<file path="config.mk">
export PLATFORM = sky130hd
export DESIGN_NAME = bpst_bias_step
export DESIGN_NICKNAME = d
export VERILOG_FILES = /design/src/design/bpst_pkg.sv /design/src/design/bpst_bias_step.sv
export SDC_FILE = /design/constraint.sdc
export NUM_CORES = 2
export LEC_CHECK = 0
export ABC_AREA = 1
export BUFFER_PORTS_ARGS = -buffer_cell sky130_fd_sc_hd__buf_4
export CAP_MARGIN = 10
export CORE_MARGIN = 5
export CORE_UTILIZATION = 65
export CTS_CLUSTER_DIAMETER = 200
export DETAILED_ROUTE_END_ITERATION = 16
export GPL_ROUTABILITY_DRIVEN = 0
export PLACE_DENSITY = 0.81
export SYNTH_ARGS = -nofsm -noshare
export SYNTH_HDL_FRONTEND = slang
export SYNTH_SLANG_ARGS = --single-unit
</file>
<file path="constraint.sdc">
create_clock -name clock -period 20.1 [get_ports clock]
set_input_delay 4.02 -clock clock [delete_from_list [all_inputs] [get_ports clock]]
set_output_delay 4.02 -clock clock [all_outputs]
set_load 0.05 [all_outputs]
</file>
<file path="src/design/bpst_pkg.sv">
// ----------------------------------------------------------------------------
// Bias predictor SGD trainer package
// Shared constants, codes and types for the bias predictor trainer.
// ----------------------------------------------------------------------------
package bpst_pkg;

   // Table depths and the address widths derived from them.
   localparam int USER_COUNT  = 4096;
   localparam int ITEM_COUNT  = 4096;
   localparam int USER_ADDR_W = $clog2(USER_COUNT);
   localparam int ITEM_ADDR_W = $clog2(ITEM_COUNT);
   localparam int CLEAR_DEPTH = (USER_COUNT > ITEM_COUNT) ? USER_COUNT : ITEM_COUNT;
   localparam int CLEAR_W     = $clog2(CLEAR_DEPTH);

   // Field widths.
   localparam int INDEX_W  = 12;
   localparam int RATING_W = 3;
   localparam int BIAS_W   = 18;
   localparam int MEAN_W   = 15;
   localparam int RATE_W   = 16;
   localparam int ERR_W    = 16;
   localparam int SQ_W     = 29;
   localparam int GRAD_W   = 19;
   localparam int CSR_IDX_W  = 2;
   localparam int CSR_DATA_W = 16;
   localparam int REQ_DATA_W = 48;
   localparam int RSP_DATA_W = 96;

   // Register reset values.
   localparam logic [MEAN_W-1:0] MEAN_RESET  = 15'd14746;
   localparam logic [RATE_W-1:0] ALPHA_RESET = 16'd655;
   localparam logic [RATE_W-1:0] BETA_RESET  = 16'd3277;

   // Prediction clamp bounds in Q3.12.
   localparam logic signed [19:0] PRED_LO = 20'sd4096;
   localparam logic signed [19:0] PRED_HI = 20'sd20480;

   // Saturation bounds of a bias.
   localparam logic signed [20:0] BIAS_MAX = 21'sd131071;
   localparam logic signed [20:0] BIAS_MIN = -21'sd131072;

   typedef enum logic [1:0] {
      OP_TRAIN      = 2'd0,
      OP_PREDICT    = 2'd1,
      OP_WRITE_USER = 2'd2,
      OP_WRITE_ITEM = 2'd3
   } op_type;

   typedef enum logic [CSR_IDX_W-1:0] {
      CSR_GLOBAL_MEAN    = 2'd0,
      CSR_LEARNING_RATE  = 2'd1,
      CSR_REGULARIZATION = 2'd2,
      CSR_UPDATE_ENABLE  = 2'd3
   } csr_index_type;

   typedef enum logic [5:0] {
      S_CLEAR  = 6'b000001,
      S_IDLE   = 6'b000010,
      S_PRED   = 6'b000100,
      S_SHRINK = 6'b001000,
      S_STEP   = 6'b010000,
      S_FINISH = 6'b100000
   } state_type;

   // Stage strobes for the bias update datapath.
   typedef struct packed {
      logic load_grad;
      logic load_prod;
   } step_ctrl_type;

endpackage

</file>
<file path="src/design/bpst_bias_step.sv">
// ----------------------------------------------------------------------------
// Bias update step
// Regularized gradient step b + alpha * (e - beta * b), rounded and saturated.
// ----------------------------------------------------------------------------
module bpst_bias_step
   import bpst_pkg::*;
(
   input  logic                     clock,
   input  step_ctrl_type            ctrl,
   input  logic signed [BIAS_W-1:0] bias,
   input  logic signed [ERR_W-1:0]  err,
   input  logic [RATE_W-1:0]        alpha,
   input  logic [RATE_W-1:0]        beta,
   output logic signed [BIAS_W-1:0] bias_new
);

   logic signed [34:0]       shrink_prod;
   logic signed [34:0]       shrink_sum;
   logic signed [GRAD_W-1:0] shrink_round;
   logic signed [GRAD_W-1:0] grad_in;
   logic signed [GRAD_W-1:0] grad_ff;
   logic signed [35:0]       prod_in;
   logic signed [35:0]       prod_ff;
   logic signed [35:0]       prod_sum;
   logic signed [20:0]       sum;

   // Products are scaled by 2^-16 and rounded half up, which is the
   // floor of the product plus one half.
   assign shrink_prod  = $signed({1'b0, beta}) * bias;
   assign shrink_sum   = shrink_prod + 35'sd32768;
   assign shrink_round = shrink_sum[34:16];
   assign grad_in      = GRAD_W'(err) - shrink_round;

   assign prod_in  = $signed({1'b0, alpha}) * grad_ff;
   assign prod_sum = prod_ff + 36'sd32768;
   assign sum      = 21'(bias) + 21'($signed(prod_sum[35:16]));

   always_ff @(posedge clock) begin
      if (ctrl.load_grad) begin
         grad_ff <= grad_in;
      end
      if (ctrl.load_prod) begin
         prod_ff <= prod_in;
      end
   end

   always_comb begin
      if (sum > BIAS_MAX) begin
         bias_new = BIAS_MAX[BIAS_W-1:0];
      end else if (sum < BIAS_MIN) begin
         bias_new = BIAS_MIN[BIAS_W-1:0];
      end else begin
         bias_new = sum[BIAS_W-1:0];
      end
   end

endmodule

</file>
# Word level (Yosys, flattened, before mapping)

Index checks and enable logic that the tools add are counted.

Shifts and indexed selects: 0
$lt $le $gt $ge: 2
Reductions and logical operators: 0
Multipliers: 2
Add/sub/neg operators: 4
Bitwise operators: 0
Divide/modulo/power cells: 0
Equality and inequality tests: 0
Muxes and demuxes: 2

Operators by type and width:

| cell                   | number |
|---|---|
| $add 36x17->36 const B | 1 |
| $mul 17x19->36         | 1 |
| $mux 18                | 2 |
| $add 35x17->35 const B | 1 |
| $mul 17x18->35         | 1 |
| $add 18x20->21         | 1 |
| $gt 21x18->1 const B   | 1 |
| $lt 21x18->1 const B   | 1 |
| $sub 16x19->19         | 1 |

Logic and storage cells: 12
Bits in read-only memories: 0
Latch bits: 0
Input bits: 69
Register bits after elaboration: 55
Bits in writable memories: 0
Memories: 0
Output and inout port bits: 18

# Depth between registers and ports, before layout

Word-level depth: 5
Gate-level depth with buffers: 39
Depth with buffers taken out: 37

# Least setup slack after synthesis

OpenSTA, ideal clock, no wires.

Path kind: input to register
From: in beta[3]
To: reg grad_ff[18] (data pin)
Stages: 33
Library setup time: 252 ps
Path buffers: 2
Data arrival time: 10359 ps
Setup slack: 9489 ps
Required time: 19848 ps
Path through: clkbuf_1 clkbuf_1 nand2_1 fa_1 fa_1 inv_1 fa_1 fa_1 fa_1 inv_1 fa_1 inv_1 ha_1 nand2_1 nor2_1 inv_1 nor2_1 nand3_1 or2_2 nand3b_1 nand2_1 ha_1 nand2_1 inv_1 nand3_1 nor3_1 nand4_1 nand3_1 nand2_1 nand2_1 inv_1 nand2_1 nand2_1

Longest elaborated chain between the ends: 3

Ends and longest elaborated chain:

| item                  | line                 | source |
|---|---|---|
| from (decl)           | bpst_bias_step.sv:13 | `input logic [RATE_W-1:0] beta,` |
| $mul 17x18->35        | bpst_bias_step.sv:29 | `assign shrink_prod = $signed({1'b0, beta}) * bias;` |
| $add 35x17->35        | bpst_bias_step.sv:30 | `assign shrink_sum = shrink_prod + 35'sd32768;` |
| $sub 16x19->19        | bpst_bias_step.sv:32 | `assign grad_in = GRAD_W'(err) - shrink_round;` |
| named net grad_in[18] | bpst_bias_step.sv:20 | `logic signed [GRAD_W-1:0] grad_in;` |
| to (signal assigned)  | bpst_bias_step.sv:40 | `grad_ff <= grad_in;` |
| to (decl)             | bpst_bias_step.sv:21 | `logic signed [GRAD_W-1:0] grad_ff;` |

The timed path passes the listed nets, and every way through them passes these cells.
A chain may end at the register's enable or synchronous reset.

# Worst setup path in the final report

From: in bias[17]
To: reg grad_ff[18] (data pin)

Longest elaborated chain between the ends: 3

Ends and longest elaborated chain:

| item                  | line                 | source |
|---|---|---|
| from (decl)           | bpst_bias_step.sv:10 | `input logic signed [BIAS_W-1:0] bias,` |
| $mul 17x18->35        | bpst_bias_step.sv:29 |  |
| $add 35x17->35        | bpst_bias_step.sv:30 |  |
| $sub 16x19->19        | bpst_bias_step.sv:32 |  |
| named net grad_in[18] | bpst_bias_step.sv:20 |  |

The timed path passes the listed nets, and every way through them passes these cells.

==> impl_metrics.yaml <==
timing:
  fin_skew_ns: 0.00633
  timing.final.crit_share_pct: 54.2
  period_minus_slack_ns: 10.89
  max_clock_freq_mhz: 91.8
  worstMarginPinSlew_ns: 0.946
  relSlewSlack_pct: 36.9
  fin_tns_setup_ns: 0
  setup-violations-final: 0
  slew_violations: 0
  hold_viol: 0
  rsz0062_at_grt: "no"
die:
  io_pins: 87
  design.core.area_um2: 42900
  die_y_um: 218
  rows: 76
  die-area_um2: 47500
  fp.dieW_um: 218
  start_util_pct: 65.6
clocking:
  ctsLongestPathBuffers: 2
  cts.sinks: 40
  clk_pin_slew_ns: 0.06
  clock_latency_ns: 0.29
  cts_buffers: 5
  hold_buffers: 0
  cts_setup_buffers: 0
  tritoncts: "yes"
  cts.repair.resized: 0
  h-tree-depth: 2
  ctsRootBufferMaster: "clkbuf_16"
setup_path:
  crit_path_end_kind: "flop"
  crit_type: "input port to flop"
  r2r_start: "grad_ff[18]$_DFFE_PP_"
  crit_end: "grad_ff[18]$_DFFE_PP_"
  critPathLaunch: "bias[17]"
  crit_path_start_kind: "input port"
  crit_top_cell: "nand2_1"
  worstPathRequired_ns: 20.14
  reg2reg_setup_slack_ns: 13.73
  crit_fanout: 19
  r2r_cells: 19
  crit_slowest_cell: "fa_1"
  crit_arrival_ns: 10.93
  cpPeakStageDelay_ns: 0.66
  r2r-end: "prod_ff[29]$_DFFE_PP_"
finish:
  antenna_cells: 0
  final_layout_size_suffix_gt1_share_pct: 3.31
  final_cell_mix: "1,237 x inv_1, 969 x nand2_1, 599 x fa_1"
  syn2layout_area_growth_pct: 3.65
  final_nets: 4637
  mostFrequentLayoutCell: "inv_1"
  multi_input_area_um2: 21700
  seqCellArea_um2: 1200
  fillers: 3569
global_route:
  gr-usage-all-layers_pct: 30.0
  grt-ovfl-total: 0
  grt_pass1_vias: 23956
  grt_pass1_wl_mm: 117
  antenna_found_initial: 0
  grt_max_degree: 22
logic_synthesis:
  yosys.area.top_type_share_pct: 42.7
  synth_area_leaders: "fa_1 43%, inv_1 17%, nand2_1 13%, ha_1 10%, edfxtp_1 4.3%"
  synth_cell_types: 40
  ys_warn_count: 0
  synth_edf_count: 40
  yosys.area.top_type: "fa_1"
  synth_seq_cells: 40
  ys.flop_type: "edfxtp_1"
  syn-num-nets: 4679
  synth-seq-area-share_pct: 4.27
  syn_area_per_cell_um2: 7.43
  synth-async-reset-ratio_pct: 0
  synth_cells: 3783
  netlist_area_um2: 28100
detailed_routing:
  wl_per_cell_um: 15.5
  dr.pass1.iters: 8
  drt-total-wl_mm: 67.1
  vias_per_cell: 5.28
  vias: 22853
  ant_nets: 0
  drc_errors: 0
  first_iter_violations: 2015
outcome:
  status: "complete, no violations"
worst_hold_path:
  min-delay-path-class: "flop to flop"
  worstHoldStart: "grad_ff[0]$_DFFE_PP_"
placed_design:
  io_buffers: 86
  detailedPlacementHpwl_mm: 57.5
run:
  maxCapViolations: 0
sequential cells by signal, summed over array words and instances (netlist names):
name and count:
grad_ff 19, prod_ff 21
worst max-delay path: cells and delay by family:
family | cells | cell delay (ns)
fa+ha+maj | 8 | 3.96
simple gates | 10 | 1.11
buf+inv | 7 | 0.68
compound gates | 5 | 0.96
xor+xnor | 1 | 0.16
area by class of cell:
| class | count | area share [%] |
|---|---|---|
| multi-input cells | 2363 | 74.5 |
| inverters | 1242 | 16.0 |
| flip-flops and latches | 40 | 4.12 |
| well taps | 585 | 2.51 |
| repair buffers | 89 | 2.29 |
| clock buffers | 6 | 0.442 |
| clock inverters | 2 | 0.120 |
stage by stage:
stage / setup slack (ns) / cell area (µm²) / utilization [%] / hold slack (ns) / std cells
floorplan: 9.49 / 28100 / - / 1.32 / 3783
global route: 8.74 / 29100 / 67.9 / 1.80 / 4327
finish: 9.21 / 29100 / 67.9 / 1.66 / 4327
CTS: 9.32 / 29100 / 67.9 / 1.65 / 4327
global placement: 9.05 / 29000 / 67.6 / 1.62 / 4319
detailed placement: 9.07 / 29000 / 67.6 / 1.64 / 4319
logic make-up after synthesis:
family	Yosys count	synth area share, %
and+or+nand+nor	1241	17.7
adders and majority gates	827	52.8
AOI/OAI and AO/OA	212	4.17
DFF	40	4.27
xor gates and xnor gates	83	2.59
buffers and inverters	1380	18.5
Yosys cell counts (all sizes together) (4+ instances only):
library cell / count
inv: 1242
nand2: 975
fa: 599
ha: 228
nor2: 131
clkbuf: 129
a21oi: 109
nand3: 77
o21ai: 53
xor2: 53
edfxtp: 40
xnor2: 30
nand4: 23
nor3: 18
o21bai: 15
a31oi: 12
a21o: 9
buf: 9
nand3b: 7
nor4: 6
o211ai: 4
worst min path at each step:
stage / to / slack (ns) / cells past startpoint
2_1_floorplan: prod_ff[15]$_DFFE_PP_ / 1.32 / 10
3_3_place_gp: prod_ff[15]$_DFFE_PP_ / 1.62 / 11
3_5_place_dp: prod_ff[15]$_DFFE_PP_ / 1.64 / 11
4_1_cts: prod_ff[15]$_DFFE_PP_ / 1.65 / 11
5_1_grt: prod_ff[15]$_DFFE_PP_ / 1.80 / 11
6_report: prod_ff[15]$_DFFE_PP_ / 1.66 / 11
per-layer routing:
metal | wire (µm) | share of wire (%) | GRT usage [%]
met4 | 1820 | 2.7 | 6.57
met2 | 30400 | 45 | 48.2
met5 | 0 | 0 | 0
met3 | 6750 | 10 | 5.30
met1 | 28100 | 42 | 43.3
Power is left out: the tool's default activity adds up to more than one toggle a clock period on the data nets, which glitch-free logic cannot reach.
